**config.mk**
```make
export PLATFORM = sky130hd
export DESIGN_NAME = bidirectional_region_translator
export DESIGN_NICKNAME = d
export VERILOG_FILES = /design/src/hw/rtl/brt_pkg.sv /design/src/hw/rtl/brt_range_unit.sv /design/src/hw/rtl/bidirectional_region_translator.sv
export VERILOG_INCLUDE_DIRS = /design/src /design/src/hw/rtl
export SDC_FILE = /design/constraint.sdc
export NUM_CORES = 2
export LEC_CHECK = 0
export BUFFER_PORTS_ARGS = -buffer_cell sky130_fd_sc_hd__buf_2
export CAP_MARGIN = 20
export CORE_MARGIN = 2
export CORE_UTILIZATION = 40
export DETAILED_ROUTE_END_ITERATION = 8
export SLEW_MARGIN = 20
export SYNTH_ARGS = -nofsm -noshare
export SYNTH_HDL_FRONTEND = slang
export SYNTH_SLANG_ARGS = --single-unit
```
**constraint.sdc**
```tcl
create_clock -name clk -period 24.9 [get_ports clk]
set_input_delay 2.49 -clock clk [delete_from_list [all_inputs] [get_ports clk]]
set_output_delay 2.49 -clock clk [all_outputs]
set_load 0.02 [all_outputs]
```
**src/hw/rtl/bidirectional_region_translator_assert.svh**
```systemverilog
// Assertion macros for the region translator.
// Every macro samples on the rising edge of clk and is disabled while rst_n is low.
`ifndef BIDIRECTIONAL_REGION_TRANSLATOR_ASSERT_SVH
`define BIDIRECTIONAL_REGION_TRANSLATOR_ASSERT_SVH

`ifndef SYNTHESIS

// The consequent must hold in the same cycle as the antecedent.
`define BRT_ASSERT_SAME(label, ante, cons) \
    label: assert property (@(posedge clk) disable iff (!rst_n) (ante) |-> (cons)) \
        else $error("region translator assertion failed");

// The consequent must hold in the cycle after the antecedent.
`define BRT_ASSERT_NEXT(label, ante, cons) \
    label: assert property (@(posedge clk) disable iff (!rst_n) (ante) |=> (cons)) \
        else $error("region translator assertion failed");

`else

`define BRT_ASSERT_SAME(label, ante, cons)
`define BRT_ASSERT_NEXT(label, ante, cons)

`endif

`endif

```
**src/hw/rtl/brt_pkg.sv**
```systemverilog
package brt_pkg;

    // Width of every address field on the ports.
    localparam int DATA_W = 32;

    // Operation codes carried in the func field.
    typedef logic [1:0] func_t;
    localparam func_t FUNC_ADD = 2'd0;
    localparam func_t FUNC_P2V = 2'd1;
    localparam func_t FUNC_V2P = 2'd2;

    // One request item.
    typedef struct packed {
        func_t             func;
        logic [DATA_W-1:0] phys_addr;
        logic [DATA_W-1:0] virt_addr;
        logic [DATA_W-1:0] region_size;
    } req_t;

    // One response item.
    typedef struct packed {
        logic [DATA_W-1:0] addr_out;
        logic              ok;
    } rsp_t;

    // Sequencer states.
    typedef enum logic [2:0] {
        ST_IDLE,
        ST_PREP,
        ST_SCAN,
        ST_XLATE,
        ST_WRITE,
        ST_DONE
    } state_t;

endpackage

```
**src/hw/rtl/brt_range_unit.sv**
```systemverilog
// Shared range comparator: forms the inclusive end of a stored region and
// checks whether the query span [lo, hi] touches it.
module brt_range_unit #(
    parameter int ADDR_WIDTH = 32
) (
    input  logic [ADDR_WIDTH-1:0] lo,
    input  logic [ADDR_WIDTH-1:0] hi,
    input  logic [ADDR_WIDTH-1:0] base,
    input  logic [ADDR_WIDTH-1:0] last,
    output logic                  hit
);

    logic [ADDR_WIDTH-1:0] region_end;

    // The end wraps modulo the address width.
    assign region_end = base + last;

    // A lookup passes lo == hi; an add passes its own start and end.
    assign hit = (hi >= base) && (lo <= region_end);

endmodule

```
**src/hw/rtl/bidirectional_region_translator.sv**
```systemverilog
// Region translator with up to MAX_REGIONS entries, each a physical base, a
// virtual base and an inclusive last offset, kept in a table memory with one
// read and one write port. One item is handled at a time and req_ready is high
// only while the sequencer is idle. A lookup compares one stored table entry
// per cycle, translates on a hit and then loads the output register; an add
// first forms the new region's ends, then has the single range comparator
// check the physical and the virtual side of each stored entry in turn, and
// then writes the entry and loads the output register. A response waits in an
// output register, and the next item is taken once it has been moved there. A
// miss answers all ones, an add answers zero.
`include "bidirectional_region_translator_assert.svh"

module bidirectional_region_translator #(
    parameter int MAX_REGIONS = 8,
    parameter int ADDR_WIDTH  = 32
) (
    input  logic          clk,
    input  logic          rst_n,
    input  logic          req_valid,
    output logic          req_ready,
    input  brt_pkg::req_t req,
    output logic          rsp_valid,
    input  logic          rsp_ready,
    output brt_pkg::rsp_t rsp
);

    localparam int CNT_W = $clog2(MAX_REGIONS + 1);
    localparam int IDX_W = (MAX_REGIONS > 1) ? $clog2(MAX_REGIONS) : 1;
    localparam logic [ADDR_WIDTH-1:0] ADDR_ONES = '1;
    localparam logic [brt_pkg::DATA_W-1:0] MISS_ADDR = brt_pkg::DATA_W'(ADDR_ONES);
    localparam logic [CNT_W-1:0] FULL_COUNT = CNT_W'(MAX_REGIONS);

    brt_pkg::state_t state_reg, state_next;
    logic [CNT_W-1:0] idx_reg, idx_next;
    logic [CNT_W-1:0] count_reg, count_next;
    logic             phase_reg, phase_next;
    logic             rsp_valid_reg, rsp_valid_next;

    brt_pkg::func_t        func_reg, func_next;
    logic [ADDR_WIDTH-1:0] p_reg, p_next;
    logic [ADDR_WIDTH-1:0] v_reg, v_next;
    logic [ADDR_WIDTH-1:0] last_reg, last_next;
    logic                  size_zero_reg, size_zero_next;
    logic [ADDR_WIDTH-1:0] p_end_reg, p_end_next;
    logic [ADDR_WIDTH-1:0] v_end_reg, v_end_next;
    logic [brt_pkg::DATA_W-1:0] res_addr_reg, res_addr_next;
    logic                  res_ok_reg, res_ok_next;
    brt_pkg::rsp_t         rsp_reg, rsp_next;

    // Region table.
    logic [ADDR_WIDTH-1:0] phys_mem [MAX_REGIONS];
    logic [ADDR_WIDTH-1:0] virt_mem [MAX_REGIONS];
    logic [ADDR_WIDTH-1:0] last_mem [MAX_REGIONS];
    logic [ADDR_WIDTH-1:0] rd_phys_reg, rd_virt_reg, rd_last_reg;
    logic [IDX_W-1:0]      rd_addr, wr_addr;
    logic                  wr_en;

    logic [ADDR_WIDTH-1:0] unit_lo, unit_hi, unit_base;
    logic                  unit_hit;
    logic [ADDR_WIDTH-1:0] xl_query, xl_from, xl_to, xl_addr;
    logic [CNT_W-1:0]      idx_inc;
    logic                  last_entry;

    assign req_ready = (state_reg == brt_pkg::ST_IDLE);
    assign rsp_valid = rsp_valid_reg;
    assign rsp       = rsp_reg;

    assign idx_inc    = idx_reg + CNT_W'(1);
    assign last_entry = (idx_inc == count_reg);
    assign rd_addr    = idx_next[IDX_W-1:0];
    assign wr_addr    = count_reg[IDX_W-1:0];

    // Operand selection for the shared comparator.
    always_comb
    begin
        if (func_reg == brt_pkg::FUNC_ADD)
        begin
            unit_base = phase_reg ? rd_virt_reg : rd_phys_reg;
            unit_lo   = phase_reg ? v_reg : p_reg;
            unit_hi   = phase_reg ? v_end_reg : p_end_reg;
        end
        else if (func_reg == brt_pkg::FUNC_P2V)
        begin
            unit_base = rd_phys_reg;
            unit_lo   = p_reg;
            unit_hi   = p_reg;
        end
        else
        begin
            unit_base = rd_virt_reg;
            unit_lo   = v_reg;
            unit_hi   = v_reg;
        end
    end

    brt_range_unit #(
        .ADDR_WIDTH(ADDR_WIDTH)
    ) u_range (
        .lo  (unit_lo),
        .hi  (unit_hi),
        .base(unit_base),
        .last(rd_last_reg),
        .hit (unit_hit)
    );

    // Base-relative translation through the entry that hit.
    always_comb
    begin
        if (func_reg == brt_pkg::FUNC_P2V)
        begin
            xl_query = p_reg;
            xl_from  = rd_phys_reg;
            xl_to    = rd_virt_reg;
        end
        else
        begin
            xl_query = v_reg;
            xl_from  = rd_virt_reg;
            xl_to    = rd_phys_reg;
        end
        xl_addr = xl_query - xl_from + xl_to;
    end

    // Sequencer: next state and datapath updates.
    always_comb
    begin
        state_next     = state_reg;
        idx_next       = idx_reg;
        count_next     = count_reg;
        phase_next     = phase_reg;
        rsp_valid_next = rsp_valid_reg && !rsp_ready;
        func_next      = func_reg;
        p_next         = p_reg;
        v_next         = v_reg;
        last_next      = last_reg;
        size_zero_next = size_zero_reg;
        p_end_next     = p_end_reg;
        v_end_next     = v_end_reg;
        res_addr_next  = res_addr_reg;
        res_ok_next    = res_ok_reg;
        rsp_next       = rsp_reg;
        wr_en          = 1'b0;

        case (state_reg)
            brt_pkg::ST_IDLE:
            begin
                idx_next   = '0;
                phase_next = 1'b0;
                if (req_valid)
                begin
                    func_next      = req.func;
                    p_next         = ADDR_WIDTH'(req.phys_addr);
                    v_next         = ADDR_WIDTH'(req.virt_addr);
                    last_next      = ADDR_WIDTH'(req.region_size) - ADDR_WIDTH'(1);
                    size_zero_next = (ADDR_WIDTH'(req.region_size) == '0);
                    res_addr_next  = '0;
                    res_ok_next    = 1'b0;
                    case (req.func)
                        brt_pkg::FUNC_ADD:
                        begin
                            state_next = brt_pkg::ST_PREP;
                        end
                        brt_pkg::FUNC_P2V, brt_pkg::FUNC_V2P:
                        begin
                            res_addr_next = MISS_ADDR;
                            state_next = (count_reg == '0) ? brt_pkg::ST_DONE
                                                           : brt_pkg::ST_SCAN;
                        end
                        default:
                        begin
                            state_next = brt_pkg::ST_DONE;
                        end
                    endcase
                end
            end

            // Form the inclusive ends of the new region and check the easy refusals.
            brt_pkg::ST_PREP:
            begin
                p_end_next = p_reg + last_reg;
                v_end_next = v_reg + last_reg;
                if (size_zero_reg || (count_reg == FULL_COUNT))
                begin
                    state_next = brt_pkg::ST_DONE;
                end
                else if (count_reg == '0)
                begin
                    state_next = brt_pkg::ST_WRITE;
                end
                else
                begin
                    state_next = brt_pkg::ST_SCAN;
                end
            end

            // One comparison per cycle against the entry read from the table.
            brt_pkg::ST_SCAN:
            begin
                if (func_reg == brt_pkg::FUNC_ADD)
                begin
                    if (unit_hit)
                    begin
                        state_next = brt_pkg::ST_DONE;
                    end
                    else if (!phase_reg)
                    begin
                        phase_next = 1'b1;
                    end
                    else
                    begin
                        phase_next = 1'b0;
                        if (last_entry)
                        begin
                            state_next = brt_pkg::ST_WRITE;
                        end
                        else
                        begin
                            idx_next = idx_inc;
                        end
                    end
                end
                else if (unit_hit)
                begin
                    state_next = brt_pkg::ST_XLATE;
                end
                else if (last_entry)
                begin
                    state_next = brt_pkg::ST_DONE;
                end
                else
                begin
                    idx_next = idx_inc;
                end
            end

            brt_pkg::ST_XLATE:
            begin
                res_addr_next = brt_pkg::DATA_W'(xl_addr);
                res_ok_next   = 1'b1;
                state_next    = brt_pkg::ST_DONE;
            end

            brt_pkg::ST_WRITE:
            begin
                wr_en       = 1'b1;
                count_next  = count_reg + CNT_W'(1);
                res_ok_next = 1'b1;
                state_next  = brt_pkg::ST_DONE;
            end

            // Hand the item to the output register once it is free.
            brt_pkg::ST_DONE:
            begin
                if (!rsp_valid_reg || rsp_ready)
                begin
                    rsp_valid_next    = 1'b1;
                    rsp_next.addr_out = res_addr_reg;
                    rsp_next.ok       = res_ok_reg;
                    state_next        = brt_pkg::ST_IDLE;
                end
            end

            default:
            begin
                state_next = brt_pkg::ST_IDLE;
            end
        endcase
    end

    // Control state.
    always_ff @(posedge clk or negedge rst_n)
    begin
        if (!rst_n)
        begin
            state_reg     <= brt_pkg::ST_IDLE;
            idx_reg       <= '0;
            count_reg     <= '0;
            phase_reg     <= 1'b0;
            rsp_valid_reg <= 1'b0;
        end
        else
        begin
            state_reg     <= state_next;
            idx_reg       <= idx_next;
            count_reg     <= count_next;
            phase_reg     <= phase_next;
            rsp_valid_reg <= rsp_valid_next;
        end
    end

    // Payload registers.
    always_ff @(posedge clk)
    begin
        func_reg      <= func_next;
        p_reg         <= p_next;
        v_reg         <= v_next;
        last_reg      <= last_next;
        size_zero_reg <= size_zero_next;
        p_end_reg     <= p_end_next;
        v_end_reg     <= v_end_next;
        res_addr_reg  <= res_addr_next;
        res_ok_reg    <= res_ok_next;
        rsp_reg       <= rsp_next;
    end

    // Table memory: new entries go in at the fill count, reads are registered.
    always_ff @(posedge clk)
    begin
        if (wr_en)
        begin
            phys_mem[wr_addr] <= p_reg;
            virt_mem[wr_addr] <= v_reg;
            last_mem[wr_addr] <= last_reg;
        end
        rd_phys_reg <= phys_mem[rd_addr];
        rd_virt_reg <= virt_mem[rd_addr];
        rd_last_reg <= last_mem[rd_addr];
    end

    // The fill count never passes the table depth.
    `BRT_ASSERT_SAME(a_count_bound, 1'b1, count_reg <= FULL_COUNT)

    // The scan only visits entries that have been written.
    `BRT_ASSERT_SAME(a_scan_in_table, state_reg == brt_pkg::ST_SCAN, idx_reg < count_reg)

    // The fill count moves only when an entry is written.
    `BRT_ASSERT_NEXT(a_count_on_write, state_reg != brt_pkg::ST_WRITE,
                     count_reg == $past(count_reg))

    // A response appears only as the sequencer finishes an item.
    `BRT_ASSERT_SAME(a_rsp_from_done, $rose(rsp_valid_reg),
                     $past(state_reg) == brt_pkg::ST_DONE)

endmodule
```
==> key figures <==
Detailed routing
  • First-pass detailed-route iteration total: 5
  • Mean number of vias per cell: 5.72
  • Drt first-iter violations: 3194
  • Routed metal-1 wirelength: 64800 um
  • Highest signal layer in the routed design: met4
  • Total via count in the routed design: 32482
  • Final routed wire length divided by cell count: 24.6 um
  • Met2 wire length: 62400 um
  • Total length of routed wires: 140000 um
  • Number of routed nets with antenna violations: 0
  • Met3 wire length: 9020 um
  • DRC Markers: 0

Timing
  • Post-layout minimum cycle time: 10.00 ns
  • Hold violation count in the final report: 0
  • Skew final: 0.0607 ns
  • Setup TNS after final layout: 0 ns
  • Final Max Tran Viols: 0
  • Max Fclk: 100 MHz
  • Worst rel slew slack: 27.7%
  • Tcrit/Tclk final: 40.2%
  • Transition time at the pin with the least slew margin: 1.09 ns
  • Setup repair after global routing missed its margin: false
  • Final setup margin: 14.90 ns
  • Final setup vio count: 0

Power
  • Comb pwr share: 46.0%
  • Sequential share of power: 33.1%
  • Total net switching power: 3.50 mW
  • Ratio of total power to cell area: 148 nW/um^2
  • Internal portion of total power: 4.91 mW
  • Clock power frac: 20.9%
  • Maximum VDD drop: 0.000181 V
  • Sw frac: 41.6%
  • Leakage power of the design: 21.1 nW

Floorplan
  • Die span in x: 360 um
  • Vert. Die Dim: 360 um
  • Effective utilization at floorplan: 40.3%
  • Floorplan die area: 130000 um^2
  • Top Ports: 137
  • Area of the core region: 126000 um^2
  • Total number of placement rows: 130

Status
  • Result of the run: completed

Global route
  • Number of antenna violations at the first check in global routing: 2
  • Maximum number of pins on one net before global-route repair: 210
  • First-pass GRT wire length: 206000 um
  • Remaining global-route overflow: 0
  • Gr usage total: 21.2%
  • Vias in the first global route: 31641

Setup path
  • Type of destination of the critical path: flop
  • Kind of start point of the critical path: flop
  • Worst path required time: 25.53 ns
  • Worst stage delay on the critical path: 0.76 ns
  • Setup CP Type: reg2reg
  • Critical path's top delay family: buffers and inverters
  • Largest fanout on the critical path: 209
  • Data arrival time of the worst path: 10.64 ns
  • Most Frequent Cell on Critical Path: buf_4
  • Critical path buffers and inverters: 7
  • Cell at the slowest stage of the critical path: buf_4

Final layout
  • Area growth from synthesis to layout: 12.4%
  • Post-Layout Cell Count: 5682
  • Share of cells above drive strength 1: 12.0%
  • Registers with the most flip-flops: last_mem: 256 flops, phys_mem: 256 flops, virt_mem: 256 flops
  • Final-stage net count: 4257

Clocking
  • Clock tree from TritonCTS: done
  • CTS Root Buffer Type: clkbuf_16
  • Number of clock buffers inserted by TritonCTS: 116
  • Clock tree sinks: 1106
  • Post-CTS Setup Inserts: 0
  • Largest buffer count on any clock path: 3
  • Clock-pin slew reported for the worst setup and hold paths after clock tree synthesis: 0.06 ns
  • Total of hold buffers inserted after clock tree synthesis: 0
  • Maximum level of the CTS H-tree: 3
  • Number of gates resized after CTS: 0
  • Clock latency of the later-clocked register in the worst-skew pair: 0.75 ns

Worst hold path
  • Classification of the worst-slack hold path: reg2reg

Synthesis
  • Share of synthesized cell area in and, or, nand and nor gates: 11.3%
  • Synthesized area per cell: 13.2 um^2
  • Dominant combinational cell family by area after synthesis: simple AND/OR/NAND/NOR gates
  • Netlist cell types: 72
  • Synthesized area: 50700 um^2
  • Adder-cell share of the synthesized area: 6.13%
  • Cells after synthesis: 3839
  • Yosys warnings: 0
  • Xor/xnor share of the synthesized area: 2.69%
  • Post-synthesis sequential element count: 1106
  • Leading register cell type out of synthesis: edfxtp_1
  • Number of flops mapped to enable cells by yosys: 997
  • Register area share after synthesis: 63.5%
  • Multiplexer share of the synthesized area: 2.67%
  • Fraction of registers with async set or reset after synthesis: 1.18%
  • Syn Nets: 4169
  • Complex-gate fraction of the synthesized area: 11.1%

Flow run
  • Max-cap violations: 0

Placement
  • Port-buffer cells: 136
  • Setup slack after placement: 14.91 ns
  • Sum of net half-perimeters after detailed placement: 87200 um
  • Gpl congestion: 0.933
  • Cell Count Post-Placement: 5459
[kinds of logic after synthesis]
kind of cell | count (synthesis)
multiplexers | 127
XOR/XNOR | 152
flip-flops | 1106
buffers and inverters | 308
adder cells (fa/ha/maj) | 228
AO/OA/AOI/OAI | 823
AND/OR/NAND/NOR | 1095
[power groups by stage]
stage	logic [mW]	clock network [mW]	registers, mW
floorplan	2.84	0	2.66
global placement	3.77	0	2.81
detailed placement	3.82	0	2.81
CTS	3.84	1.79	2.78
global route	4.27	1.87	2.81
finish	3.86	1.76	2.78
[synth_stat cells, types with 65 or more instances]
| master | count | area [um^2] |
|---|---|---|
| a211oi_1 | 400 | 3000 |
| a21oi_1 | 147 | 736 |
| and3_1 | 400 | 2500 |
| clkbuf_1 | 157 | 589 |
| dfxtp_1 | 96 | 1920 |
| edfxtp_1 | 997 | 29900 |
| ha_1 | 194 | 2430 |
| inv_1 | 86 | 323 |
| mux2i_1 | 65 | 651 |
| nand2_1 | 288 | 1080 |
| nor2_1 | 131 | 492 |
| nor4_1 | 107 | 669 |
| o21ai_0 | 105 | 526 |
| xnor2_1 | 89 | 780 |
[per-layer routing]
layer | GRT usage, % | vias up
met5 | 0 | -
met4 | 6.70 | 0
met3 | 2.95 | 177
met2 | 33.1 | 1080
met1 | 30.6 | 16153
li1 | - | 15072
[final timing paths]
path	to	slack [ns]	cells past startpoint	startpoint
worst max-delay path	rd_last_reg[16]	14.90	31	phase_reg
worst max register to register	rd_last_reg[16]	14.90	31	phase_reg
max in group asynchronous	phase_reg	22.88	1	rst_n
worst min-delay path	rsp[0]	0.40	0	res_ok_reg
min in group asynchronous	state_reg[0]	1.71	1	rst_n
worst min register to register	rsp[0]	0.40	0	res_ok_reg
[metrics by stage]
stage	util, %	hold WS (ns)	power, mW	instance area, um^2
2_1_floorplan	-	0.400	5.50	50700
3_3_place_gp	42.2	0.404	6.58	53000
3_5_place_dp	42.2	0.405	6.63	53000
4_1_cts	45.3	0.399	8.41	57000
5_1_grt	45.3	0.401	8.94	57000
6_report	45.3	0.403	8.41	57000
[layout make-up]
class,count,area (um^2)
Clock inverter,71,706
Fill cell,11111,68800
Inverter,88,334
Multi-Input combinational cell,2425,17300
Sequential cell,1106,32200
Tap cell,1650,2060
Timing Repair Buffer,190,1110
Clock buffer,150,3230
Antenna cell,2,5.00
[worst register-to-register path: cells and delay by family, from the launching register on]
family / cells / cell delay [ns]
compound gates: 14 / 3.17
xor+xnor: 2 / 0.51
fa+ha+maj: 2 / 0.69
buf+inv: 7 / 3.64
flops: 1 / 0.38
mux: 1 / 0.40
simple gates: 5 / 1.14
[cell usage in the layout, fill, tap and decap left out, types with 61 or more instances in the layout]
cell	synthesis	layout
and3_1	400	400
xor2_1	61	61
nor2_1	131	127
clkbuf_16	0	117
a21oi_1	147	146
o21ai_0	105	105
xnor2_1	89	89
a211oi_1	400	400
nand2_1	288	287
mux2_2	61	61
edfxtp_1	997	997
buf_2	42	136
nor4_1	107	107
ha_1	194	194
dfxtp_1	96	96
inv_1	86	85
mux2i_1	65	65
Power figures use the tool's default switching activity.
